==> src/rtl/cesd_pkg.sv <==
// cesd_pkg: types and constants shared by the escape decoder modules
// no dependencies; compiled first
`default_nettype none

package cesd_pkg;

  // most bytes one input byte can produce (escape closed at end of string)
  localparam int MAX_OUT   = 4;
  localparam int OUT_IDX_W = 2;
  localparam int OUT_CNT_W = 3;

  // character codes the decoder tests against
  localparam logic [7:0] CH_BSL  = 8'h5C;  // backslash
  localparam logic [7:0] CH_X    = 8'h78;  // 'x'
  localparam logic [7:0] CH_ZERO = 8'h30;  // '0'
  localparam logic [7:0] CH_NUL  = 8'h00;

  // bytes produced by one input byte, handed from decoder to serializer
  typedef struct packed {
    logic [MAX_OUT-1:0][7:0] chars;
    logic [OUT_CNT_W-1:0]    cnt;
    logic                    fin;
  } bundle_t;

endpackage

`default_nettype wire

==> src/rtl/cesd_if.sv <==
// cesd_in_if / cesd_out_if: valid-ready channels of the escape decoder
// no dependencies
`default_nettype none

interface cesd_in_if;
  logic       valid;
  logic       ready;
  logic [7:0] in_char;
  logic       in_final;

  modport source (output valid, output in_char, output in_final, input ready);
  modport sink (input valid, input in_char, input in_final, output ready);
endinterface

interface cesd_out_if;
  logic       valid;
  logic       ready;
  logic [7:0] out_char;
  logic       out_final;

  modport source (output valid, output out_char, output out_final, input ready);
  modport sink (input valid, input out_char, input out_final, output ready);
endinterface

`default_nettype wire

==> src/rtl/cesd_front.sv <==
// cesd_front: escape state tracker, turns each input byte into a bundle
// depends on cesd_pkg and cesd_in_if
`default_nettype none

module cesd_front (
  input  wire logic             clk,
  input  wire logic             rst_n,
  cesd_in_if.sink               in_ch,
  input  wire logic             q_full,
  output logic                  push,
  output cesd_pkg::bundle_t     push_data
);
  import cesd_pkg::*;

  typedef enum logic [3:0] {
    ST_NONE = 4'b0001,  // nothing held
    ST_BSL  = 4'b0010,  // backslash held
    ST_LET  = 4'b0100,  // backslash and letter held
    ST_DIG  = 4'b1000   // backslash, letter and first digit held
  } esc_state_t;

  esc_state_t st_r, st_nxt;
  logic [7:0] letter_r, letter_nxt;
  logic [7:0] digit_r, digit_nxt;
  bundle_t    bnd;
  logic       accept;

  // append one byte to a bundle
  function automatic bundle_t add_byte(bundle_t b, logic [7:0] ch);
    bundle_t r;
    r = b;
    if (r.cnt < OUT_CNT_W'(MAX_OUT)) begin
      r.chars[r.cnt[OUT_IDX_W-1:0]] = ch;
      r.cnt = r.cnt + OUT_CNT_W'(1);
    end
    return r;
  endfunction

  // single-letter escapes, returns {hit, value}
  function automatic logic [8:0] simple_esc(logic [7:0] c);
    logic [8:0] r;
    case (c)
      8'h61:   r = {1'b1, 8'h07};  // a
      8'h62:   r = {1'b1, 8'h08};  // b
      8'h66:   r = {1'b1, 8'h0C};  // f
      8'h6E:   r = {1'b1, 8'h0A};  // n
      8'h72:   r = {1'b1, 8'h0D};  // r
      8'h74:   r = {1'b1, 8'h09};  // t
      8'h76:   r = {1'b1, 8'h0B};  // v
      8'h5C:   r = {1'b1, 8'h5C};  // backslash
      8'h3F:   r = {1'b1, 8'h3F};  // question mark
      8'h27:   r = {1'b1, 8'h27};  // single quote
      8'h22:   r = {1'b1, 8'h22};  // double quote
      default: r = {1'b0, 8'h00};
    endcase
    return r;
  endfunction

  function automatic logic is_dec(logic [7:0] c);
    return (c >= 8'h30) && (c <= 8'h39);
  endfunction

  function automatic logic is_hex(logic [7:0] c);
    return is_dec(c) || ((c >= 8'h41) && (c <= 8'h46)) || ((c >= 8'h61) && (c <= 8'h66));
  endfunction

  // nibble of a valid hex digit
  function automatic logic [3:0] hex_nib(logic [7:0] c);
    return is_dec(c) ? c[3:0] : (c[3:0] + 4'd9);
  endfunction

  function automatic logic digit_ok(logic [7:0] let_c, logic [7:0] c);
    return (let_c == CH_X) ? is_hex(c) : is_dec(c);
  endfunction

  // value of a complete numeric escape, octal-style weights wrap at 8 bits
  function automatic logic [7:0] num_val(logic [7:0] let_c, logic [7:0] d2, logic [7:0] c);
    logic [7:0] l8;
    logic [7:0] m8;
    logic [7:0] c8;
    l8 = let_c - CH_ZERO;
    m8 = d2 - CH_ZERO;
    c8 = c - CH_ZERO;
    if (let_c == CH_X) begin
      return {hex_nib(d2), hex_nib(c)};
    end
    return {l8[1:0], 6'b0} + {m8[4:0], 3'b0} + c8;
  endfunction

  // escape that cannot complete: NUL for a lone \0, else backslash and letter
  function automatic bundle_t fail_esc(bundle_t b, logic [7:0] let_c);
    bundle_t r;
    r = b;
    if (let_c == CH_ZERO) begin
      r = add_byte(r, CH_NUL);
    end else begin
      r = add_byte(r, CH_BSL);
      r = add_byte(r, let_c);
    end
    return r;
  endfunction

  assign in_ch.ready = !q_full;
  assign accept      = in_ch.valid && in_ch.ready;

  // decode one byte, then close any open escape at end of string
  always_comb begin
    logic [7:0] c;
    logic [8:0] se;
    c          = in_ch.in_char;
    se         = simple_esc(c);
    st_nxt     = st_r;
    letter_nxt = letter_r;
    digit_nxt  = digit_r;
    bnd        = '0;
    case (st_r)
      ST_NONE: begin
        if (c == CH_BSL) st_nxt = ST_BSL;
        else bnd = add_byte(bnd, c);
      end
      ST_BSL: begin
        letter_nxt = c;
        if (se[8]) begin
          bnd    = add_byte(bnd, se[7:0]);
          st_nxt = ST_NONE;
        end else if ((c == CH_X) || is_dec(c)) begin
          st_nxt = ST_LET;
        end else begin
          bnd    = add_byte(bnd, CH_BSL);
          bnd    = add_byte(bnd, c);
          st_nxt = ST_NONE;
        end
      end
      ST_LET: begin
        if (digit_ok(letter_r, c)) begin
          digit_nxt = c;
          st_nxt    = ST_DIG;
        end else begin
          bnd = fail_esc(bnd, letter_r);
          if (c == CH_BSL) begin
            st_nxt = ST_BSL;
          end else begin
            st_nxt = ST_NONE;
            bnd    = add_byte(bnd, c);
          end
        end
      end
      ST_DIG: begin
        if (digit_ok(letter_r, c)) begin
          bnd    = add_byte(bnd, num_val(letter_r, digit_r, c));
          st_nxt = ST_NONE;
        end else begin
          bnd = fail_esc(bnd, letter_r);
          bnd = add_byte(bnd, digit_r);
          if (c == CH_BSL) begin
            st_nxt = ST_BSL;
          end else begin
            st_nxt = ST_NONE;
            bnd    = add_byte(bnd, c);
          end
        end
      end
      default: st_nxt = ST_NONE;
    endcase
    // end of string flushes whatever is still held
    if (in_ch.in_final) begin
      case (st_nxt)
        ST_BSL: bnd = add_byte(bnd, CH_BSL);
        ST_LET: bnd = fail_esc(bnd, letter_nxt);
        ST_DIG: begin
          bnd = fail_esc(bnd, letter_nxt);
          bnd = add_byte(bnd, digit_nxt);
        end
        default: ;
      endcase
      st_nxt  = ST_NONE;
      bnd.fin = 1'b1;
    end
  end

  assign push      = accept && (bnd.cnt != '0);
  assign push_data = bnd;

  // escape state, advanced on each input transfer
  always_ff @(posedge clk) begin
    if (!rst_n) begin
      st_r     <= ST_NONE;
      letter_r <= '0;
      digit_r  <= '0;
    end else if (accept) begin
      st_r     <= st_nxt;
      letter_r <= letter_nxt;
      digit_r  <= digit_nxt;
    end
  end

endmodule

`default_nettype wire

==> src/rtl/cesd_fifo.sv <==
// cesd_fifo: small bundle queue between decoder and serializer
// depends on cesd_pkg
`default_nettype none

module cesd_fifo #(
  parameter int DEPTH = 2
) (
  input  wire logic              clk,
  input  wire logic              rst_n,
  input  wire logic              push,
  input  wire cesd_pkg::bundle_t push_data,
  output logic                   full,
  input  wire logic              pop,
  output logic                   head_valid,
  output cesd_pkg::bundle_t      head
);
  import cesd_pkg::*;

  localparam int PTR_W = (DEPTH > 1) ? $clog2(DEPTH) : 1;
  localparam int CNT_W = $clog2(DEPTH + 1);

  bundle_t            mem [DEPTH];
  logic [PTR_W-1:0]   wr_ptr_r, rd_ptr_r;
  logic [CNT_W-1:0]   cnt_r;

  function automatic logic [PTR_W-1:0] ptr_inc(logic [PTR_W-1:0] p);
    return (p == PTR_W'(DEPTH - 1)) ? '0 : p + PTR_W'(1);
  endfunction

  assign full       = (cnt_r == CNT_W'(DEPTH));
  assign head_valid = (cnt_r != '0);
  assign head       = mem[rd_ptr_r];

  // storage, no reset needed
  always_ff @(posedge clk) begin
    if (push) begin
      mem[wr_ptr_r] <= push_data;
    end
  end

  // pointers and fill count
  always_ff @(posedge clk) begin
    if (!rst_n) begin
      wr_ptr_r <= '0;
      rd_ptr_r <= '0;
      cnt_r    <= '0;
    end else begin
      if (push) wr_ptr_r <= ptr_inc(wr_ptr_r);
      if (pop)  rd_ptr_r <= ptr_inc(rd_ptr_r);
      if (push && !pop)      cnt_r <= cnt_r + CNT_W'(1);
      else if (pop && !push) cnt_r <= cnt_r - CNT_W'(1);
    end
  end

endmodule

`default_nettype wire

==> src/rtl/cesd_back.sv <==
// cesd_back: serializer, sends the bytes of each bundle one per transfer
// depends on cesd_pkg and cesd_out_if
`default_nettype none

module cesd_back (
  input  wire logic              clk,
  input  wire logic              rst_n,
  input  wire logic              head_valid,
  input  wire cesd_pkg::bundle_t head,
  output logic                   pop,
  cesd_out_if.source             out_ch
);
  import cesd_pkg::*;

  logic [OUT_IDX_W-1:0] idx_r;
  logic [7:0]           char_r;
  logic                 final_r;
  logic                 valid_r;
  logic                 load;
  logic                 last_byte;

  assign load      = head_valid && (!valid_r || out_ch.ready);
  assign last_byte = ({1'b0, idx_r} == (head.cnt - OUT_CNT_W'(1)));
  assign pop       = load && last_byte;

  assign out_ch.valid     = valid_r;
  assign out_ch.out_char  = char_r;
  assign out_ch.out_final = final_r;

  // output register, payload
  always_ff @(posedge clk) begin
    if (load) begin
      char_r  <= head.chars[idx_r];
      final_r <= head.fin && last_byte;
    end
  end

  // output valid and byte index within the head bundle
  always_ff @(posedge clk) begin
    if (!rst_n) begin
      valid_r <= 1'b0;
      idx_r   <= '0;
    end else begin
      if (load) valid_r <= 1'b1;
      else if (out_ch.ready) valid_r <= 1'b0;
      if (load) idx_r <= last_byte ? '0 : idx_r + OUT_IDX_W'(1);
    end
  end

endmodule

`default_nettype wire

==> src/rtl/c_escape_sequence_decoder_unit.sv <==
// Decodes C backslash escapes in a byte stream: the eleven single-letter
// escapes, \x with two hex digits, and a backslash with three decimal digits
// (first*64 + second*8 + third, wrapped to 8 bits); a lone \0 gives NUL, and
// an unknown or unfinished escape is passed through as literal text. An input
// transfer is taken every cycle while the bundle queue has room; one input
// byte yields zero to four output bytes, and the output serializer sends one
// byte per cycle while the receiver is ready, so the sustained rate is one
// input byte per cycle when each yields at most one output byte; an input that
// yields more holds the output for each of its bytes (the QUEUE_DEPTH-entry
// queue absorbs such bursts). Bytes pass the queue, then the output register.
// Depends on cesd_pkg, cesd_if, cesd_front, cesd_fifo and cesd_back.
`default_nettype none

module c_escape_sequence_decoder_unit #(
  parameter int QUEUE_DEPTH = 2
) (
  input  wire logic   clk,
  input  wire logic   rst_n,
  cesd_in_if.sink     in_ch,
  cesd_out_if.source  out_ch
);
  import cesd_pkg::*;

  logic    q_full;
  logic    q_push;
  bundle_t q_push_data;
  logic    q_pop;
  logic    q_head_valid;
  bundle_t q_head;

  // decoder: escape state and per-byte bundle
  cesd_front u_front (
    .clk       (clk),
    .rst_n     (rst_n),
    .in_ch     (in_ch),
    .q_full    (q_full),
    .push      (q_push),
    .push_data (q_push_data)
  );

  // queue between decoder and serializer
  cesd_fifo #(
    .DEPTH (QUEUE_DEPTH)
  ) u_fifo (
    .clk        (clk),
    .rst_n      (rst_n),
    .push       (q_push),
    .push_data  (q_push_data),
    .full       (q_full),
    .pop        (q_pop),
    .head_valid (q_head_valid),
    .head       (q_head)
  );

  // serializer into the output register
  cesd_back u_back (
    .clk        (clk),
    .rst_n      (rst_n),
    .head_valid (q_head_valid),
    .head       (q_head),
    .pop        (q_pop),
    .out_ch     (out_ch)
  );

endmodule

`default_nettype wire

==> src/flat_wrapper.sv <==
// flat-port wrapper written by rule: the top's interface ports become plain ports
module c_escape_sequence_decoder_unit_flat import cesd_pkg::*;
#(
  parameter int QUEUE_DEPTH = 2
)
  (clk, rst_n, in_ch_valid, in_ch_in_char, in_ch_in_final, in_ch_ready, out_ch_valid, out_ch_out_char, out_ch_out_final, out_ch_ready);
  cesd_in_if in_ch_i ();
  cesd_out_if out_ch_i ();
  input  wire logic clk;
  input  wire logic rst_n;
  input wire logic [$bits(in_ch_i.valid)-1:0] in_ch_valid;
  input wire logic [$bits(in_ch_i.in_char)-1:0] in_ch_in_char;
  input wire logic [$bits(in_ch_i.in_final)-1:0] in_ch_in_final;
  output wire logic [$bits(in_ch_i.ready)-1:0] in_ch_ready;
  output wire logic [$bits(out_ch_i.valid)-1:0] out_ch_valid;
  output wire logic [$bits(out_ch_i.out_char)-1:0] out_ch_out_char;
  output wire logic [$bits(out_ch_i.out_final)-1:0] out_ch_out_final;
  input wire logic [$bits(out_ch_i.ready)-1:0] out_ch_ready;
  assign in_ch_i.valid = in_ch_valid;
  assign in_ch_i.in_char = in_ch_in_char;
  assign in_ch_i.in_final = in_ch_in_final;
  assign in_ch_ready = in_ch_i.ready;
  assign out_ch_valid = out_ch_i.valid;
  assign out_ch_out_char = out_ch_i.out_char;
  assign out_ch_out_final = out_ch_i.out_final;
  assign out_ch_i.ready = out_ch_ready;
  c_escape_sequence_decoder_unit #(.QUEUE_DEPTH(QUEUE_DEPTH)) u_core (.clk(clk), .rst_n(rst_n), .in_ch(in_ch_i), .out_ch(out_ch_i));
endmodule
==> config.mk <==
export PLATFORM = sky130hd
export DESIGN_NAME = c_escape_sequence_decoder_unit_flat
export DESIGN_NICKNAME = d
export VERILOG_FILES = /design/src/rtl/cesd_pkg.sv /design/src/rtl/cesd_if.sv /design/src/rtl/cesd_front.sv /design/src/rtl/cesd_fifo.sv /design/src/rtl/cesd_back.sv /design/src/rtl/c_escape_sequence_decoder_unit.sv /design/src/flat_wrapper.sv
export SDC_FILE = /design/constraint.sdc
export NUM_CORES = 1
export LEC_CHECK = 0
export CAP_MARGIN = 20
export CELL_PAD_IN_SITES_DETAIL_PLACEMENT = 0
export CELL_PAD_IN_SITES_GLOBAL_PLACEMENT = 2
export CORE_AREA = 3 3 176 126
export CTS_BUF_LIST = sky130_fd_sc_hd__clkbuf_4 sky130_fd_sc_hd__clkbuf_8
export DETAILED_ROUTE_END_ITERATION = 7
export DIE_AREA = 0 0 179 129
export DONT_BUFFER_PORTS = 1
export PLACE_DENSITY_LB_ADDON = 0.1
export SLEW_MARGIN = 40
export SYNTH_ARGS = -nofsm -noshare
export SYNTH_HDL_FRONTEND = slang
export SYNTH_HIERARCHICAL = 1
export SYNTH_SLANG_ARGS = --single-unit
==> constraint.sdc <==
create_clock -name clk -period 8.7 [get_ports clk]
set_clock_uncertainty 0.2 [all_clocks]
set_input_delay 1.74 -clock clk [delete_from_list [all_inputs] [get_ports clk]]
set_output_delay 1.74 -clock clk [all_outputs]
set_load 0.03 [all_outputs]
==> results of run 1 <==
[how the worst min path moves through the flow]
stage	from	slack, ns	cells past startpoint	to
after floorplan	u_core/u_fifo/cnt_r[1]	0.26	2	u_core/u_fifo/cnt_r[1]
after global placement	u_core/u_fifo/cnt_r[1]	0.28	2	u_core/u_fifo/cnt_r[1]
after detailed placement	u_core/u_fifo/cnt_r[1]	0.30	2	u_core/u_fifo/cnt_r[1]
after CTS	u_core/u_fifo/cnt_r[1]	0.31	2	u_core/u_fifo/cnt_r[1]
after global routing	u_core/u_front/digit_r[7]	0.35	1	u_core/u_front/digit_r[7]
final	u_core/u_fifo/cnt_r[1]	0.31	2	u_core/u_fifo/cnt_r[1]
[cells by family (layout without fill, tap and decap cells)]
group / Yosys count / count (layout) / synth area share, %
fa+ha+maj: 34 / 34 / 5.50
buf+inv: 92 / 76 / 4.89
compound gates: 270 / 270 / 23.3
xor+xnor: 19 / 19 / 2.08
flops: 109 / 109 / 37.4
mux: 47 / 47 / 7.74
simple gates: 297 / 297 / 19.2
[state kept, by name (all words and copies together) (netlist names), named ones only]
register	count
u_core/u_back/out_ch.out_char	8
u_core/u_fifo/cnt_r	2
u_core/u_front/digit_r	8
u_core/u_front/letter_r	8
u_core/u_front/st_r	4
u_core/u_back/idx_r	2
u_core/u_fifo/rd_ptr_r	1
u_core/u_back/out_ch.out_final	1
u_core/u_fifo/mem	72
u_core/u_back/out_ch.valid	1
u_core/u_fifo/wr_ptr_r	1
[per-stage QoR]
step	total power, mW	cells	utilization [%]
2_1_floorplan	1.03	868	-
3_3_place_gp	1.10	1112	40.2
3_5_place_dp	1.12	1112	40.3
4_1_cts	1.45	1128	41.3
5_1_grt	1.51	1128	41.4
6_report	1.44	1128	41.4
[power breakdown]
group,total (mW),switching (mW),internal (mW)
clock,0.336,0.187,0.148
combinational,0.353,0.183,0.169
sequential,0.751,0.0939,0.657
[cells in the final DEF, fill, tap and decap left out, drive strengths merged, types with 5 or more instances in the layout]
cell type  netlist  routed
o21ai           58      58
mux2            36      36
a31oi           14      14
or2              5       5
a31o             6       6
and2            12      12
o21a             9       9
and3            10      10
nand4            9       9
a21boi          13      13
nor3            20      20
o31ai            5       5
clkbuf          37      11
o211ai           6       6
nor4b            5       5
inv             35      38
or3              6       6
dfxtp           28      28
nand2           96      96
mux4             8       8
nor2b           11      11
nand3           24      24
edfxtp          81      81
nor2            63      63
nand2b           7       7
a21oi           59      59
xor2             5       5
nor4             9       9
o22ai            7       7
ha              32      32
xnor2           14      14
a211oi          15      15
buf             19      24
a32oi           10      10
a22oi           17      17
[metal layers]
layer,vias up,global-route usage [%],share of wire [%]
met2,408,37.0,40
li1,3242,-,-
met1,3690,40.2,46
met5,-,0,0
met3,44,9.12,12
met4,0,5.77,1.7
[area by class of cell]
cell class                      instances  share of cell area [%]
Clock buffer                           11                    1.70
Sequential cell                       109                    35.0
Inverter                               36                    1.58
Multi-Input combinational cell        667                    54.8
Timing Repair Buffer                   24                    2.11
Tap cell                              276                    4.04
Clock inverter                          5                   0.762
[critical path, delay by kind of cell]
kind                     cells  cell delay, ns
AO/OA/AOI/OAI                7            1.58
XOR/XNOR                     1            0.23
adder cells (fa/ha/maj)      4            1.33
buffers and inverters        4            0.82
AND/OR/NAND/NOR              6            1.70
==> impl_results.md, run 1 <==
* WP data arrival at about 7.5 ns
* Initial Util at 38.8%
* Fin. max-slew vios at 0
* Row count at 44
* PostCTS Resize Cnt at 0
* Final setup violation count at 0
* Synth cell types at 96
* HP Class: reg -> reg
* Final ANT Viol Nets at 0
* Status: finished clean
* Setup TNS Final at 0 ns
* Synth Register Bits at around 110
* Post-synth top area cell: edfxtp_1
* Crit-path slowest cell: or2_2
* TritonCTS clock tree: yes
* Die area at 23100 sq um
* R2R Path End: u_core/u_fifo/mem[0][12]
* Total Nets Final at roughly 900
* Crit. Startpoint: in_ch_in_char[0]
* DR WL/cell at 27.3 um
* Peak VDD IR at 0.115 mV
* Vias in the first global route at 6966
* Gr ovfl total at 0
* Synthesized area per cell at 9.22 sq um
* Synth area leaders: edfxtp_1, dfxtp_1, mux2_2
* Clock-pin slew on the worst setup and hold paths at ~0.11 ns
* Critical path's largest stage delay at 0.50 ns
* P&R area growth vs syn at 6.70%
* PD cells at 168 nW/um^2
* Multi-input logic area at 4680 sq um
* Leading cell types by count after synthesis: nand2_1, edfxtp_1, nor2_1, a21oi_1, o21ai_0
* H-Tree Level Count at 3
* Crit path to: u_core/u_fifo/mem[0][12]
* Leakage power at between 2 and 3 nW
* Worst slew margin at between 30% and 40%
* Worst-path cell chain: inv_1 > ha_1 > nand3_1 > or2_2 > ha_1 > o21ai_0 > o31ai_1 > nor3_4 > ha_1 > inv_1 > nor2_1 > ha_1 > inv_1 > a211oi_1 > or2_2 > a211oi_4 > o211ai_1 > a211oi_1 > xnor2_1 > o31a_1 > nor2b_4 > buf_4
* Max Root-Sink Buffers at 2
* GR Util All Layers at 26.8%
* Post-Route WL at 30.8 mm
* Sequential Area at 2990 sq um
* Worst-path maximum fanout at 34
* Remaining DRCs at 0
* Final Hold Violating Endpoints at 0
* Die Y at around 130 um
* Initial antenna violation count at 0
* RSZ-0062 raised after global routing: no
* R2r setup slk at ~1.7 ns
* Vias per inst at 6.55
* Synth async-reset ratio at 0%
* Yosys warns at 6
* Post-CTS Repair Setup Buffers at 0
* # IOs at 24
* Crit. End Element: flip-flop
* Max_cap viols at 0
* Worst-Margin Slew at 0.964 ns
* Synth Instances at 868
* # diodes at 0
* Post-place setup slack at 0.837 ns
* CP Class: in -> reg
* WHS at 0.310 ns
* Most common cell in the netlist: nand2_1
* Fillers at 2112
* Setup ws final at 1.07 ns
* First-pass iteration count of the detailed router at 5
* Largest net degree at the start of global routing at 37
* Layout cells sized above 1 at about 15%
* Fmax at 131 MHz
* Synthesized area at ~8000 sq um
* WP data required at around 8.5 ns
* Die Wd at 179 um
* First-pass GRT wire length at ~45 mm
* Clk sink count at 109
* CORE AREA at 20600 sq um
* Syn nets at 915
* Worst r2r path cells at 19
* Top-area cell type share of the netlist area at 30.4%
* 1st-iter DRT viols at 881
* Post-synth EDFFs at 81
* Clk_lat worst skew at approximately 0.39 ns
* Post-DP Area at 8320 sq um
* Clock Tree Root: clkbuf_8
* Fin crit period at between 7 and 8 ns
* Fin crit share at 87.7%
* Crit path launch type: primary input
* Cts hold-fix bufs at 0
* Num CTS Buffers at 9
* Worst r2r src: u_core/u_front/st_r[1]
* Count of buffers from port buffering at 0
* DP HPWL at 23.3 mm
* Primary FF master, synth: edfxtp_1
* Crit-path most repeated cell: ha_1
* Post-synthesis sequential area ratio at 37.4%
* GP Congestion at 0.992
* Final std cell area, no fill at 8540 sq um
* DR vias at 7384
No activity file was read; power rests on OpenSTA's default activity.
==> inputs of run 2 (changes only) <==
- ABC_AREA: default -> 1
- CORE_AREA: 3 3 176 126 -> 3 3 197 141
- DIE_AREA: 0 0 179 129 -> 0 0 200 144
==> run 2 against run 1 <==
Net effect: sequential share of layout area decreased by 3.4 points; critical path type unchanged; clock-buffer cell count is the same; clock power shrank 7.4%.
==> impl_results.md, run 2 <==
* Commonest non-fill, non-tap cell in the layout: nand2_1
* Post-synth top area cell: edfxtp_1
* Internal Power at 1.09 mW
* DR vias at 8534
* CORE AREA at about 26000 sq um
* WP data required at 8.54 ns
* Worst slew margin at 49.0%
* Crit. End Element: flip-flop
* H-Tree Level Count at 3
* GR Util All Layers at 24.2%
* CP Class: in -> reg
* Initial Util at 35.2%
* Final ANT Viol Nets at 0
* Synthesized area per cell at 7.21 sq um
* Synth area leaders: edfxtp_1, nand2_1, nor2_1
* Die area at 28800 sq um
* Total power at 1.91 mW
* Fmax at approximately 150 MHz
* Psw at 828 uW
* HP Class: reg -> reg
* Fin crit period at 6.87 ns
* 1st-iter DRT viols at 938
* Syn nets at 1309
* RSZ-0062 raised after global routing: no
* First-pass iteration count of the detailed router at 5
* Die Y at 144 um
* Fillers at ~2800
* Count of buffers from port buffering at 0
* Max reg flops at 72
* Largest Register: u_core/u_fifo/mem
* Most common cell in the netlist: nand2_1
* Sw frac at 43.2%
* Peak VDD IR at 0.147 mV
* Total Nets Final at 1290
* Max Root-Sink Buffers at 2
* Max_cap viols at 0
* # IOs at 24
* Critical path's largest stage delay at 0.42 ns
* Num CTS Buffers at 9
* Logic pwr share at 41.7%
* Setup ws final at 1.83 ns
* Cts hold-fix bufs at 0
* Vias per inst at roughly 5.3
* Vias in the first global route at 7866
* Row count at 49
* Clock-pin slew on the worst setup and hold paths at ~0.11 ns
* Post-DP Area at 9290 sq um
* WP data arrival at 6.71 ns
* Final setup violation count at 0
* Yosys warns at 6
* Final Hold Violating Endpoints at 0
* Synth cell types at 52
* P&R area growth vs syn at 4.22%
* TritonCTS clock tree: yes
* Initial antenna violation count at 0
* Gr ovfl total at 0
* DP HPWL at ~26 mm
* Sequential Area at roughly 3000 sq um
* Synthesized area at 9090 sq um
* Final core utilization at ~37%
* Crit path launch type: primary input
* Post-CTS Repair Setup Buffers at 0
* Worst-path maximum fanout at 36
* Leakage power at 4.26 nW
* Crit-path most repeated cell: nand2_1
* Worst-Margin Slew at 0.761 ns
* Layout cells sized above 1 at approximately an eighth
* Synth Instances at 1262
* Clk_lat worst skew at 0.41 ns
* PostCTS Resize Cnt at 0
* Seq pwr share at roughly 42%
* Post-place setup slack at 1.43 ns
* Clk sink count at 109
* Post-synth EDFFs at 81
* Setup TNS Final at 0 ns
* GP Congestion at 0.906
* Primary FF master, synth: edfxtp_1
* Crit-path slowest cell: buf_4
* Clock power share at about 16%
* Fin crit share at between 70% and 80%
* Largest net degree at the start of global routing at 37
* PD cells at 202 nW/um^2
* Synth async-reset ratio at 0%
* Post-synthesis sequential area ratio at 32.9%
* Leading cell types by count after synthesis: nand2_1, nor2_1, inv_1, o21ai_0, nand3_1
* Multi-input logic area at 5110 sq um
* Status: finished clean
* Die Wd at roughly 200 um
* Most frequent cells in the layout: nand2_1, nor2_1, inv_1, o21ai_0, nand3_1
* Fin. max-slew vios at 0
* Final std cell area, no fill at 9480 sq um
* First-pass GRT wire length at 51.1 mm
* DR WL/cell at 21.3 um
* Synth Register Bits at about 110
* Remaining DRCs at 0
* Top-area cell type share of the netlist area at a little over a quarter
* Clock Tree Root: clkbuf_8
* Post-Route WL at 34.2 mm
[run 2: cell types whose count changed in the layout (fill, tap and decap cells not counted), sizes merged, moves of 11 or more]
cell / change
a211oi: -14
a21boi: -11
a21oi: +16
a22oi: -11
buf: -13
inv: +126
nand2: +228
nand3: +76
nand4: +11
nor2: +106
nor2b: -11
o21ai: +71
[run 2: logic make-up after synthesis]
kind of cell / Yosys count / synth area share (%)
buffers and inverters: 209 / 10.9
flip-flops: 109 / 32.9
adder cells (fa/ha/maj): 34 / 4.84
XOR/XNOR: 7 / 0.674
multiplexers: 36 / 5.70
AND/OR/NAND/NOR: 630 / 31.1
AO/OA/AOI/OAI: 237 / 13.9
[run 2: routing by layer]
metal  track usage (%)  part of all wire [%]
met1              38.6                    51
met2              33.3                    39
met3              5.52                   8.4
met4              4.11                   1.3
met5                 0                     0
[run 2: final cells by class]
cell class              instances  area share, %
well taps                     357           4.71
repair buffers                 11          0.871
multi-input cells             944           54.0
diodes                          1         0.0264
clock buffers                  11           1.53
flip-flops and latches        109           31.6
inverters                     168           6.86
clock inverters                 5          0.436
[run 2: path summary, 6_finish.rpt]
check | slack [ns] | cells after the start | endpoint | from
worst max-delay path | 1.83 | 32 | u_core/u_fifo/mem[0][23] | in_ch_in_char[1]
worst min-delay path | 0.29 | 2 | u_core/u_front/st_r[1] | u_core/u_front/st_r[1]
worst max register to register | 3.00 | 33 | u_core/u_fifo/mem[0][23] | u_core/u_front/letter_r[4]
worst min register to register | 0.29 | 2 | u_core/u_front/st_r[1] | u_core/u_front/st_r[1]
[run 2: power by group through the flow]
stage / Combinational [mW] / Sequential, mW / Clock [mW]
final: 0.798 / 0.805 / 0.311
after global routing: 0.887 / 0.817 / 0.347
after CTS: 0.791 / 0.806 / 0.327
after global placement: 0.792 / 0.816 / 0
after detailed placement: 0.787 / 0.818 / 0
after floorplan: 0.619 / 0.790 / 0
[run 2: per-stage QoR]
| step | hold slack (ns) | std cells |
|---|---|---|
| global route | 0.319 | 1605 |
| global placement | 0.270 | 1589 |
| floorplan | 0.258 | 1262 |
| detailed placement | 0.280 | 1589 |
| CTS | 0.297 | 1605 |
| finish | 0.294 | 1606 |
[run 2: worst max-delay path, delay by kind of cell]
| family | cells | cell delay (ns) |
|---|---|---|
| compound gates | 3 | 0.67 |
| buf+inv | 8 | 1.09 |
| simple gates | 17 | 2.10 |
| fa+ha+maj | 4 | 1.10 |
==> inputs of run 3 (changes only) <==
- CORE_AREA: 3 3 197 141 -> 3 3 187 134
- DIE_AREA: 0 0 200 144 -> 0 0 190 137
- clock period: 8.7 -> 6.35 ns (I/O delays scaled with it)
==> run 3 against run 2 <==
Net effect: total power rose by 36%; sequential power rose by 34%; critical path depth fell by 3; highest routed layer unchanged; combinational power rose by 38%; clock-buffer cell count fell by 2; clock power rose by 36%; critical endpoint is now u_core/u_fifo/mem[0][15]; via count fell by 0.15%; cell area rose by 0.59%; non-clock buffer count rose by 12; largest power group is now combinational cells; hold slack improved by 0.014 ns; register-to-register slack got worse by 2.1 ns; critical path type unchanged.
==> impl_results.md, run 3 (synthesized netlist as in run 2, its figures left out) <==
* Clock Tree Root: clkbuf_8
* PD cells at around 270 nW/um^2
* GR Util All Layers at between 20% and 30%
* Initial antenna violation count at 1
* WP data required at 6.24 ns
* Clk sink count at 109
* Post-CTS Repair Setup Buffers at 0
* Post-Route WL at ~33 mm
* Die Wd at 190 um
* Clk_lat worst skew at approximately 0.42 ns
* GP Congestion at 0.961
* First-pass GRT wire length at 49.4 mm
* Placed Cells at about 1600
* H-Tree Level Count at 3
* Total Nets Final at 1302
* Remaining DRCs at 0
* Final core utilization at approximately two fifths
* Row count at 47
* RSZ-0062 raised after global routing: no
* Status: finished clean
* Vias in the first global route at 7813
* WP data arrival at 5.59 ns
* Fmax at around 180 MHz
* Crit-path slowest cell: o21ai_0
* Max reg flops at 72
* DR WL/cell at between 20 and 25 um
* Worst-Margin Slew at 0.902 ns
* DR vias at 8521
* Crit-path most repeated cell: nand2_1
* Layout cells sized above 1 at 12.5%
* Critical path's largest stage delay at 0.49 ns
* Final std cell area, no fill at 9530 sq um
* Worst slew margin at about two fifths
* Worst-path maximum fanout at 36
* Count of buffers from port buffering at 0
* # IOs at 24
* Largest net degree at the start of global routing at 37
* Max Root-Sink Buffers at 2
* Die Y at between 100 and 150 um
* # diodes at 0
* CORE AREA at approximately 23000 sq um
* Max_cap viols at 0
* Crit path launch type: primary input
* Num CTS Buffers at 9
* 1st-iter DRT viols at roughly 840
* Largest Register: u_core/u_fifo/mem
* Post-DP Area at 9350 sq um
* CP Class: in -> reg
* Crit. End Element: flip-flop
* Vias per inst at between 5 and 6
* Commonest non-fill, non-tap cell in the layout: nand2_1
* TritonCTS clock tree: yes
* First-pass iteration count of the detailed router at 5
* PostCTS Resize Cnt at 0
* DP HPWL at 25.8 mm
* P&R area growth vs syn at 4.84%
* Peak VDD IR at approximately 0.18 mV
* Cts hold-fix bufs at 0
* Total power at 2.61 mW
* Die area at 26000 sq um
* Most frequent cells in the layout: nand2_1, nor2_1, inv_1, o21ai_0, nand3_1
* Gr ovfl total at 0
* Initial Util at 38.8%
* Final setup violation count at 0
* Fin. max-slew vios at 0
* Fin crit share at 89.6%
* HP Class: reg -> reg
* Clock-pin slew on the worst setup and hold paths at 0.11 ns
* Post-route insts no fill at 1577
* Setup TNS Final at 0 ns
* Final Hold Violating Endpoints at 0
* Final ANT Viol Nets at 0
* Fin crit period at 5.69 ns
* Leakage power at ~4.3 nW
## run 3: final timing paths
kind	from	end	slack (ns)	depth (start not counted)
setup / recovery	in_ch_in_char[0]	u_core/u_fifo/mem[0][15]	0.66	29
hold / removal	u_core/u_front/st_r[1]	u_core/u_front/st_r[1]	0.31	2
setup reg to reg	u_core/u_front/letter_r[4]	u_core/u_fifo/mem[0][15]	0.89	32
hold reg to reg	u_core/u_front/st_r[1]	u_core/u_front/st_r[1]	0.31	2
## run 3: layout make-up
type                       count  area (sq um)
multi-input combinational    944          5110
sequential                   109          2990
clock buffer                   9           124
inverter                     168           651
timing repair buffer          23           198
clock inverter                 6          56.3
tap                          318           398
fill                        2565         13900
## run 3: metal layers
layer	up-vias	routed length (um)	track usage (%)
met4	0	278	4.06
met5	-	0	0
met1	4045	16700	40.1
met2	296	12900	35.8
li1	4163	-	-
met3	17	2980	5.89
## run 3: through the flow
| step | setup WS [ns] | hold slack [ns] |
|---|---|---|
| 2_1_floorplan | 0.0740 | 0.258 |
| 3_3_place_gp | 0.423 | 0.285 |
| 3_5_place_dp | 0.295 | 0.289 |
| 4_1_cts | 0.717 | 0.316 |
| 5_1_grt | 0.137 | 0.331 |
| 6_report | 0.658 | 0.307 |
## run 3: power by group
group | internal [mW] | switching [mW]
Sequential | 0.954 | 0.131
Combinational | 0.386 | 0.715
Clock | 0.150 | 0.274
## run 3: worst max-delay path, delay by kind of cell
family / cells / cell delay (ns)
AO/OA/AOI/OAI: 2 / 0.78
adder cells (fa/ha/maj): 5 / 1.40
AND/OR/NAND/NOR: 14 / 1.22
buffers and inverters: 8 / 0.87
